===== config.mk =====
export PLATFORM = sky130hd
export DESIGN_NAME = keyboard_scan_code_queue
export DESIGN_NICKNAME = d
export VERILOG_FILES = /design/src/sv/kscq_pkg.sv /design/src/sv/kscq_store.sv /design/src/sv/keyboard_scan_code_queue.sv
export VERILOG_INCLUDE_DIRS = /design/src /design/src/sv
export SDC_FILE = /design/constraint.sdc
export NUM_CORES = 1
export LEC_CHECK = 0
export ABC_AREA = 1
export ABC_CLOCK_PERIOD_IN_PS = 2520
export BUFFER_PORTS_ARGS = -buffer_cell sky130_fd_sc_hd__clkbuf_2
export CAP_MARGIN = 20
export CORE_UTILIZATION = 57
export DETAILED_ROUTE_END_ITERATION = 8
export PLACE_DENSITY = 0.84
export SYNTH_ARGS = -nofsm -noshare
export SYNTH_HDL_FRONTEND = slang
export SYNTH_SLANG_ARGS = --single-unit

===== constraint.sdc =====
create_clock -name clock -period 2.52 [get_ports clock]
set_input_delay 0.126 -clock clock [delete_from_list [all_inputs] [get_ports clock]]
set_output_delay 0.126 -clock clock [all_outputs]
set_load 0.03 [all_outputs]

===== src/sv/keyboard_scan_code_queue_assert.svh =====
// Assertion macros for the keyboard scan code queue.
`ifndef KEYBOARD_SCAN_CODE_QUEUE_ASSERT_SVH
`define KEYBOARD_SCAN_CODE_QUEUE_ASSERT_SVH

// Check that cons holds in the same cycle as ante.
`define KSCQ_ASSERT_IMM(lbl, clk, rst, ante, cons) \
   lbl: assert property (@(posedge clk) disable iff (rst) (ante) |-> (cons)) \
      else $error("scan code queue check failed");

// Check that cons holds in the cycle after ante.
`define KSCQ_ASSERT_NEXT(lbl, clk, rst, ante, cons) \
   lbl: assert property (@(posedge clk) disable iff (rst) (ante) |=> (cons)) \
      else $error("scan code queue check failed");

`endif


===== src/sv/kscq_pkg.sv =====
// Shared types and constants for the keyboard scan code queue.
`default_nettype none

package kscq_pkg;

   localparam int QUEUE_DEPTH_DEFAULT = 16;
   localparam logic [7:0] CMD_RESET    = 8'o357;
   localparam logic [7:0] CMD_IDENT    = 8'o253;
   localparam logic [7:0] PACING_RESET = 8'd8;
   localparam int MAX_PUSH = 4;

   typedef enum logic [1:0] {
      OP_TICK = 2'd0,
      OP_KEY  = 2'd1,
      OP_CMD  = 2'd2,
      OP_READ = 2'd3
   } op_type;

   // Up to four bytes written at consecutive ring positions in the same cycle.
   typedef struct packed {
      logic [2:0]                   cnt;
      logic [MAX_PUSH-1:0][7:0]     bytes;
   } push_type;

endpackage

`default_nettype wire


===== src/sv/kscq_store.sv =====
// Ring byte store: multi-byte write at the tail, read at the head.
`default_nettype none

module kscq_store
   import kscq_pkg::*;
#(
   parameter int DEPTH = QUEUE_DEPTH_DEFAULT,
   parameter int AW    = $clog2(DEPTH)
) (
   input  wire logic          clock,
   input  wire logic [AW-1:0] wr_base,
   input  wire push_type      wr,
   input  wire logic [AW-1:0] rd_idx,
   output logic [7:0]         rd_byte
);

   logic [7:0]    mem_ff [DEPTH];
   logic [AW-1:0] wr_idx [MAX_PUSH];

   // Wrap each successive write position around the ring.
   always_comb begin
      logic [AW:0] sum;
      for (int k = 0; k < MAX_PUSH; k++) begin
         sum = {1'b0, wr_base} + (AW+1)'(k);
         if (sum >= (AW+1)'(DEPTH)) begin
            sum = sum - (AW+1)'(DEPTH);
         end
         wr_idx[k] = sum[AW-1:0];
      end
   end

   always_ff @(posedge clock) begin
      for (int k = 0; k < MAX_PUSH; k++) begin
         if (wr.cnt > 3'(k)) begin
            mem_ff[wr_idx[k]] <= wr.bytes[k];
         end
      end
   end

   assign rd_byte = mem_ff[rd_idx];

endmodule

`default_nettype wire


===== src/sv/keyboard_scan_code_queue.sv =====
// Top level of the keyboard scan code queue with host-read pacing.
`default_nettype none

// Keyboard transmit byte queue. Each request item carries an opcode: a tick
// counts the pacing counter down towards zero, a key press appends its scan
// code, a host command byte either resets the queue (octal 357: empty it,
// clear head and pacing, then queue 1,0,0,0) or requests identification
// (octal 253: queue 1,0), and a host read removes the head byte and reloads
// the pacing counter from the pacing_ticks register. Every request item gives
// exactly one response item carrying the byte read (0 if none), the ready
// flag (pacing counter zero and queue not empty), the fill level and a drop
// flag for pushes lost to a full queue. An item is taken into an input
// register, worked on by combinational logic that updates the queue state,
// and leaves through a response register, so one item is accepted every
// clock cycle while the response register is not stalled. The input
// register holds while the response register is stalled. The byte
// store is a ring of QUEUE_DEPTH entries addressed by a head pointer; its
// entries carry no reset, and only bytes that were pushed are ever read.
// The pacing register may be written at any time on the csr channel, which
// is always ready; write it only while no request item is in flight.

module keyboard_scan_code_queue
   import kscq_pkg::*;
#(
   parameter int QUEUE_DEPTH = QUEUE_DEPTH_DEFAULT
) (
   input  wire logic       clock,
   input  wire logic       reset,
   // request channel
   input  wire logic       req_valid,
   output logic            req_stall,
   input  wire logic [1:0] req_opcode,
   input  wire logic [7:0] req_data_byte,
   // response channel
   output logic            rsp_valid,
   input  wire logic       rsp_stall,
   output logic [7:0]      rsp_read_byte,
   output logic            rsp_byte_ready,
   output logic [4:0]      rsp_queue_count,
   output logic            rsp_dropped,
   // pacing register write
   input  wire logic       csr_valid,
   output logic            csr_ready,
   input  wire logic [7:0] csr_pacing_ticks
);

   localparam int AW = $clog2(QUEUE_DEPTH);
   localparam int CW = $clog2(QUEUE_DEPTH + 1);

   // input register
   logic          s1_valid_ff;
   op_type        s1_op_ff;
   logic [7:0]    s1_data_ff;

   // queue state
   logic [AW-1:0] head_ff, head_in;
   logic [CW-1:0] fill_ff, fill_in;
   logic [7:0]    pace_ff, pace_in;
   logic [7:0]    pacing_ticks_ff;

   // response register
   logic          rsp_valid_ff;
   logic [7:0]    rsp_read_byte_ff, rsp_read_byte_in;
   logic          rsp_byte_ready_ff, rsp_byte_ready_in;
   logic [4:0]    rsp_queue_count_ff, rsp_queue_count_in;
   logic          rsp_dropped_ff, rsp_dropped_in;

   logic          advance;
   logic          work;
   logic [AW-1:0] tail;
   logic [AW-1:0] wr_base;
   push_type      push;
   logic [7:0]    head_byte;

   // The response register frees up when empty or when its item is taken.
   assign advance   = !rsp_valid_ff || !rsp_stall;
   assign work      = s1_valid_ff && advance;
   assign req_stall = s1_valid_ff && !advance;
   assign csr_ready = 1'b1;

   // Take a new item whenever the input register moves on or is empty.
   always_ff @(posedge clock) begin
      if (reset) begin
         s1_valid_ff <= 1'b0;
      end else if (!req_stall) begin
         s1_valid_ff <= req_valid;
      end
   end

   always_ff @(posedge clock) begin
      if (req_valid && !req_stall) begin
         s1_op_ff   <= op_type'(req_opcode);
         s1_data_ff <= req_data_byte;
      end
   end

   always_ff @(posedge clock) begin
      if (reset) begin
         pacing_ticks_ff <= PACING_RESET;
      end else if (csr_valid && csr_ready) begin
         pacing_ticks_ff <= csr_pacing_ticks;
      end
   end

   // Tail position: head plus fill, wrapped round the ring.
   always_comb begin
      logic [AW:0] sum;
      sum = {1'b0, head_ff} + (AW+1)'(fill_ff);
      if (sum >= (AW+1)'(QUEUE_DEPTH)) begin
         sum = sum - (AW+1)'(QUEUE_DEPTH);
      end
      tail = sum[AW-1:0];
   end

   // One step of the queue: decide the pushes, the pop and the new counters.
   always_comb begin
      logic [AW:0] head_next;
      head_in          = head_ff;
      fill_in          = fill_ff;
      pace_in          = pace_ff;
      wr_base          = tail;
      push.cnt         = 3'd0;
      push.bytes       = '0;
      rsp_read_byte_in = 8'd0;
      rsp_dropped_in   = 1'b0;
      head_next        = {1'b0, head_ff} + (AW+1)'(1);
      if (head_next >= (AW+1)'(QUEUE_DEPTH)) begin
         head_next = '0;
      end
      case (s1_op_ff)
         OP_TICK: begin
            if (pace_ff != 8'd0) begin
               pace_in = pace_ff - 8'd1;
            end
         end
         OP_KEY: begin
            if (fill_ff >= CW'(QUEUE_DEPTH)) begin
               rsp_dropped_in = 1'b1;
            end else begin
               push.cnt      = 3'd1;
               push.bytes[0] = s1_data_ff;
               fill_in       = fill_ff + CW'(1);
            end
         end
         OP_CMD: begin
            if (s1_data_ff == CMD_RESET) begin
               // Empty the queue, then queue the reset reply from slot zero.
               head_in       = '0;
               pace_in       = 8'd0;
               wr_base       = '0;
               push.cnt      = 3'd4;
               push.bytes[0] = 8'd1;
               fill_in       = CW'(4);
            end else if (s1_data_ff == CMD_IDENT) begin
               push.bytes[0] = 8'd1;
               if ((CW+1)'(fill_ff) + (CW+1)'(2) <= (CW+1)'(QUEUE_DEPTH)) begin
                  push.cnt = 3'd2;
                  fill_in  = fill_ff + CW'(2);
               end else if (fill_ff < CW'(QUEUE_DEPTH)) begin
                  push.cnt       = 3'd1;
                  fill_in        = fill_ff + CW'(1);
                  rsp_dropped_in = 1'b1;
               end else begin
                  rsp_dropped_in = 1'b1;
               end
            end
         end
         OP_READ: begin
            if (fill_ff != '0) begin
               rsp_read_byte_in = head_byte;
               head_in          = head_next[AW-1:0];
               fill_in          = fill_ff - CW'(1);
               pace_in          = pacing_ticks_ff;
            end
         end
         default: begin
         end
      endcase
      if (!work) begin
         push.cnt = 3'd0;
      end
      rsp_byte_ready_in  = (pace_in == 8'd0) && (fill_in != '0);
      rsp_queue_count_in = 5'(fill_in);
   end

   always_ff @(posedge clock) begin
      if (reset) begin
         head_ff <= '0;
         fill_ff <= '0;
         pace_ff <= 8'd0;
      end else if (work) begin
         head_ff <= head_in;
         fill_ff <= fill_in;
         pace_ff <= pace_in;
      end
   end

   // Load the response register when it frees up; hold it while stalled.
   always_ff @(posedge clock) begin
      if (reset) begin
         rsp_valid_ff <= 1'b0;
      end else if (advance) begin
         rsp_valid_ff <= s1_valid_ff;
      end
   end

   always_ff @(posedge clock) begin
      if (work) begin
         rsp_read_byte_ff   <= rsp_read_byte_in;
         rsp_byte_ready_ff  <= rsp_byte_ready_in;
         rsp_queue_count_ff <= rsp_queue_count_in;
         rsp_dropped_ff     <= rsp_dropped_in;
      end
   end

   kscq_store #(
      .DEPTH (QUEUE_DEPTH),
      .AW    (AW)
   ) u_store (
      .clock   (clock),
      .wr_base (wr_base),
      .wr      (push),
      .rd_idx  (head_ff),
      .rd_byte (head_byte)
   );

   assign rsp_valid       = rsp_valid_ff;
   assign rsp_read_byte   = rsp_read_byte_ff;
   assign rsp_byte_ready  = rsp_byte_ready_ff;
   assign rsp_queue_count = rsp_queue_count_ff;
   assign rsp_dropped     = rsp_dropped_ff;

   `include "keyboard_scan_code_queue_assert.svh"

   `KSCQ_ASSERT_IMM(a_fill_bound, clock, reset, 1'b1, fill_ff <= CW'(QUEUE_DEPTH))
   `KSCQ_ASSERT_IMM(a_ready_needs_bytes, clock, reset,
      rsp_valid_ff && rsp_byte_ready_ff, rsp_queue_count_ff != 5'd0)
   `KSCQ_ASSERT_IMM(a_drop_means_full, clock, reset,
      rsp_valid_ff && rsp_dropped_ff, fill_ff == CW'(QUEUE_DEPTH))
   `KSCQ_ASSERT_NEXT(a_reset_cmd, clock, reset,
      work && s1_op_ff == OP_CMD && s1_data_ff == CMD_RESET,
      fill_ff == CW'(4) && head_ff == '0 && pace_ff == 8'd0)

endmodule

`default_nettype wire

==> results.cfg, run 1 <==
[status]
outcome = finished clean

[power_and_ir_drop]
p_total_uw = 6740
vdd_drop_max_v = 0.000670
p_per_area_nw_per_um2 = 546
leakagePower_uw = 0.00586

[clock_tree]
clkSinkCount = 180
cts_buffers = 17
cts_buffer_depth = 2
clkTransAtPathRegs_ns = 0.08
clk-insertion-delay-late_ns = 0.44
cts_htree_levels = 4
tritoncts = yes
root_buffer = clkbuf_16

[drt]
drcViolationCount = 0
drt_iter0_drc = 1635
routed.top_layer = met4
drt_wl_total_um = 33100
num_vias = 11100
post_drt_wl_per_cell_um = 17.2
wl_met3_um = 4140
wl_met2_um = 14700
drtPass1Iterations = 7
ant_nets = 0
viasPerCell = 5.80
wl_met1_um = 13300

[finish]
n_antenna_cell = 0
layout.area.seq_um2 = 3860
layout_commonest_cell = nand2_1
final_cell_mix = nand2_1 (362), nor2_1 (246), nand3_1 (220), inv_1 (167), dfxtp_1 (152)
area_growth_pct = 20.1
num-fill-cells = 1382
final-instance-count-excl-fill = 1921
nets = 1726
multiInputGateArea_um2 = 5610
final_util_pct = 70.7
drive_above_1_share_pct = 15.9

[floorplanning]
initial_core_util_pct = 58.9
rows = 48
die-area_um2 = 18600
fp.coreArea_um2 = 17500
chipWidth_um = 136
die_h_um = 136
io_pins = 41

[critical_path]
cp_max_fo = 8
startpoint_type = flop
arrival_ns = 2.75
r2r_slack_ns = 0.10
startpoint = head_ff[0]
reg2reg_to = u_store.mem_ff[14][1]
rr_startpoint = head_ff[0]
cp-end-kind = flop
critical_path_class = flop to flop
r2r.worst_path.cells = 14
cp_data_required_time_ns = 2.85

[min_path]
hold_depth = 3
min_from = csr_valid
hp-class = primary input to flop
hold-path-endpoint = pacing_ticks_ff[1]

[timing]
max_freq_ghz = 0.413
slew_headroom_pct = 56.5
setup_violations = 0
skew_ns = 0.0177
min_period_ns = 2.42
drv_slew = 0
tightestPinTransition_ns = 0.651
hold_viol_final = 0
layout_setup_ws_ns = 0.101
timing.final.crit_share_pct = 96.0
finalHoldWorstSlack_ns = 0.0775

[global_route]
grt_pass1_wl_um = 50300
grt_max_degree = 78
grt_pass1_vias = 9820
track_usage_pct = 35.2
grt_overflow_total = 0
antenna_found_initial = 1

[placed_design]
place_ws_ns = -0.0946
portBuffers = 39
hpwlAfterDp_um = 21500
place_congestion = 0.966
dp.cells = 1846

[synthesis]
synth_enable_flop_cells = 25
syn_nets = 1616
synth_top_flop_cell = dfxtp_1
synth.distinct_cells = 42
yosysSeqAreaShare_pct = 37.4
async_reset_ff_share_pct = 0
avgSynthCellArea_um2 = 6.54
synth_cells = 1573
syn_area_um2 = 10300
ys_warn_count = 0
ys_ff_latch = 180

[job]
cap_violations = 0
-- per-layer routing --
metal	vias to the layer above	GRT usage, %
met1	5030	47.5
met2	706	53.2
li1	5288	-
met5	-	0
met3	121	9.66
met4	0	13.3
-- worst max path at each step --
stage | cells after the start | endpoint | slack [ns]
2_1_floorplan | 13 | u_store.mem_ff[13][0] | 0.12
3_3_place_gp | 14 | u_store.mem_ff[14][2] | 0.02
3_5_place_dp | 14 | u_store.mem_ff[14][5] | -0.09
4_1_cts | 13 | u_store.mem_ff[12][2] | -0.003
5_1_grt | 15 | u_store.mem_ff[14][4] | -0.006
6_report | 14 | u_store.mem_ff[14][1] | 0.10
-- Yosys cell counts, types with 3 or more instances --
master | count | area share (%)
buf_2 | 11 | 0.53
nor2_2 | 11 | 0.67
nand2_2 | 16 | 0.97
nor3_1 | 5 | 0.24
nand2_1 | 385 | 14
inv_2 | 12 | 0.44
nand4_1 | 19 | 1.2
nand3_1 | 226 | 11
inv_1 | 169 | 6.2
nand3b_1 | 4 | 0.29
o21ai_0 | 77 | 3.7
dfxtp_1 | 155 | 30
nor2_4 | 9 | 0.98
nand3_2 | 3 | 0.29
a21oi_1 | 70 | 3.4
buf_1 | 6 | 0.22
buf_6 | 10 | 1.1
a211oi_1 | 4 | 0.29
xor2_1 | 7 | 0.60
o22ai_1 | 4 | 0.24
clkbuf_1 | 31 | 1.1
ha_1 | 19 | 2.3
edfxtp_1 | 25 | 7.3
nor2_1 | 251 | 9.2
buf_4 | 5 | 0.36
o211ai_1 | 9 | 0.66
o221ai_1 | 12 | 1.0
-- critical path, stage by stage, from the launching register on --
cell and delay, ns:
dfxtp_2 0.34, ha_2 0.19, fa_2 0.55, nand2_2 0.07, buf_4 0.14, nor2_2 0.10
inv_2 0.07, buf_4 0.17, nor2_4 0.20, buf_12 0.15, nand2_4 0.08, nand2_1 0.09
nand2_1 0.06, inv_1 0.06, nor2_1 0.04
-- stage by stage --
stage,instance area (um2),setup TNS [ns]
3_5_place_dp,11100,-1.91
2_1_floorplan,10300,0
4_1_cts,12000,-0.00279
3_3_place_gp,11100,0
6_report,12400,0
5_1_grt,12400,-0.0472
-- cell families after synthesis --
logic type / Yosys count / synth area share (%)
compound gates: 181 / 9.76
xor+xnor: 7 / 0.596
fa+ha+maj: 20 / 2.50
buf+inv: 248 / 10.1
flops: 180 / 37.4
mux: 1 / 0.0972
other cells: 1 / 0.0364
simple gates: 935 / 39.4
-- power breakdown --
group          total [uW]  switching (uW)  leakage, uW  internal, uW
clock                2660            1330     0.000285          1330
combinational        1020             661      0.00407           356
sequential           3070            65.5      0.00150          3000
-- sequential cells by signal (all words and copies together), names as in the netlist --
register         count
rsp_valid            1
fill_ff              5
s1_valid_ff          1
s1_op_ff             2
head_ff              4
u_store.mem_ff     128
rsp_byte_ready       1
rsp_dropped          1
pacing_ticks_ff      8
s1_data_ff           8
pace_ff              8
rsp_queue_count      5
rsp_read_byte        8
-- repair_timing --
action	4_1_cts	5_1_grt
hold buffers	24	0
setup buffers	1	14
pin swaps	1	13
setup endpoints to repair	74	129
endpoints found under the hold margin	23	0
resized for setup	16	47
cloned	0	4
-- final cells by class --
cell class              count  area share [%]
multi-input cells        1145            45.4
flip-flops and latches    180            31.2
repair buffers            154            10.6
inverters                 185            5.65
clock buffers              17            3.44
well taps                 225            2.28
clock inverters            15            1.33
Power figures use the tool's default switching activity.
==> run 2, diff against run 1 <==
--- a/config.mk
+++ b/config.mk
@@ -7,12 +7,12 @@
 export NUM_CORES = 1
 export LEC_CHECK = 0
 export ABC_AREA = 1
-export ABC_CLOCK_PERIOD_IN_PS = 2520
+export ABC_CLOCK_PERIOD_IN_PS = 2900
 export BUFFER_PORTS_ARGS = -buffer_cell sky130_fd_sc_hd__clkbuf_2
 export CAP_MARGIN = 20
-export CORE_UTILIZATION = 57
+export CORE_UTILIZATION = 60
 export DETAILED_ROUTE_END_ITERATION = 8
-export PLACE_DENSITY = 0.84
+export PLACE_DENSITY = 0.82
 export SYNTH_ARGS = -nofsm -noshare
 export SYNTH_HDL_FRONTEND = slang
 export SYNTH_SLANG_ARGS = --single-unit
==> constraint.sdc (replaced) <==
create_clock -name clock -period 2.9 [get_ports clock]
set_input_delay 0.145 -clock clock [delete_from_list [all_inputs] [get_ports clock]]
set_output_delay 0.145 -clock clock [all_outputs]
set_load 0.03 [all_outputs]
==> run 2 against run 1 <==
Net effect:
- power fell by 14%
- largest power group unchanged
- sequential power down 13%
- count of clock-buffer cells in the layout rose by 1
- clock skew down 0.0041 ns
- wire length fell by 3.4%
- worst setup slack improved by 0.072 ns
- combinational power fell by 23%
==> results.cfg, run 2 (synthesized netlist as in run 1, its figures left out) <==
[status]
outcome = finished clean

[timing]
slew_headroom_pct = 47.2
skew_ns = 0.0136
layout_setup_ws_ns = 0.173
finalHoldWorstSlack_ns = 0.0652
hold_viol_final = 0
max_freq_ghz = 0.367
grt_setup_unrepaired = no
min_period_ns = 2.73
setup_violations = 0
timing.final.crit_share_pct = 94.0
tightestPinTransition_ns = 0.792
tns_ns = 0
drv_slew = 0

[floorplanning]
die_h_um = 133
die-area_um2 = 17700
initial_core_util_pct = 61.9
io_pins = 41
rows = 47
fp.coreArea_um2 = 16600
chipWidth_um = 133

[clock_tree]
clkTransAtPathRegs_ns = 0.08
cts_htree_levels = 4
clk-insertion-delay-late_ns = 0.45
tritoncts = yes
root_buffer = clkbuf_16
cts_buffers = 17
clkSinkCount = 180
cts_buffer_depth = 2

[drt]
ant_nets = 0
post_drt_wl_per_cell_um = 17.2
drcViolationCount = 0
viasPerCell = 5.75
drt_wl_total_um = 32000
drt_iter0_drc = 1366
drtPass1Iterations = 7
num_vias = 10700

[critical_path]
startpoint_type = flop
r2r_slack_ns = 0.17
critical_path_class = flop to flop
cp_max_fo = 8
cp-end-kind = flop
arrival_ns = 3.07
cp_data_required_time_ns = 3.24

[global_route]
grt_pass1_wl_um = 50900
grt_overflow_total = 0
track_usage_pct = 37.1
grt_max_degree = 78
antenna_found_initial = 0
grt_pass1_vias = 9695

[finish]
drive_above_1_share_pct = 11.6
layout_commonest_cell = nand2_1
largest_register_ffs = 128
area_growth_pct = 13.5
final_cell_mix = nand2_1 (377), nor2_1 (248), nand3_1 (221), inv_1 (169), dfxtp_1 (152)
nets = 1672
num-fill-cells = 1417
postLayoutCellArea_um2 = 11700
n_antenna_cell = 0

[power_and_ir_drop]
p_total_uw = 5790
leakagePower_uw = 0.00551
vdd_drop_max_v = 0.000444
p_per_area_nw_per_um2 = 496

[placed_design]
place_area_um2 = 10700
place_ws_ns = 0.0944
portBuffers = 39
place_congestion = 0.975
hpwlAfterDp_um = 21100

[job]
cap_violations = 0

[min_path]
hp-class = primary input to flop
-- run 2: cell count changes in the layout (fill, tap and decap cells not counted), moves of 3 or more --
cell	before	now
buf_4	76	33
inv_2	15	12
nand2_2	33	21
nand2_1	362	377
nor2_4	15	11
clkbuf_16	21	17
buf_12	8	5
clkinv_8	4	0
-- run 2: final timing paths --
path	startpoint	endpoint	depth (start not counted)
setup / recovery	fill_ff[0]	u_store.mem_ff[4][5]	14
hold / removal	csr_valid	pacing_ticks_ff[3]	3
setup reg to reg	fill_ff[0]	u_store.mem_ff[4][5]	14
hold reg to reg	u_store.mem_ff[0][3]	u_store.mem_ff[0][3]	2
-- run 2: routing by layer --
metal	routed length [um]	vias up	global-route usage [%]
met5	0	-	0
met4	1070	0	16.7
met3	3580	93	8.77
met2	13800	574	54.5
met1	13500	4876	51.5
li1	-	5162	-
-- run 2: critical path, stage by stage (launching register included) --
cell,delay (ns)
dfxtp_1,0.37
ha_1,0.23
fa_1,0.40
xor2_2,0.17
nand2_2,0.11
inv_1,0.10
ha_1,0.23
inv_1,0.12
nand2_1,0.09
nand2_1,0.14
nand2_1,0.16
nand3b_1,0.19
buf_4,0.18
nand3_1,0.09
nor2_1,0.05
-- run 2: power breakdown --
part / total [uW] / internal [uW] / leakage, uW / switching [uW]
combinational: 790 / 246 / 0.00373 / 544
clock: 2330 / 1230 / 0.000281 / 1100
sequential: 2670 / 2610 / 0.00150 / 60.0
total: 5790 / 4090 / 0.00551 / 1700
-- run 2: metrics by stage --
step	cells	utilization, %
after floorplan	1573	-
after global placement	1804	64.5
after detailed placement	1804	64.5
after CTS	1859	69.4
after global routing	1862	70.2
final	1862	70.2
-- run 2: area by class of cell --
type                            count  area [um2]  area share, %
Tap cell                          220         275           2.36
Multi-Input combinational cell   1145        5500           47.0
Sequential cell                   180        3860           33.0
Inverter                          185         698           5.98
Clock inverter                     14         141           1.21
Clock buffer                       18         439           3.76
Timing Repair Buffer              100         773           6.62
-- run 2: repair_timing --
action	in CTS	in global routing
gates resized for setup	0	24
setup buffers	0	3
hold endpoints to repair	21	0
hold buffers	23	0
setup endpoints to repair	0	113
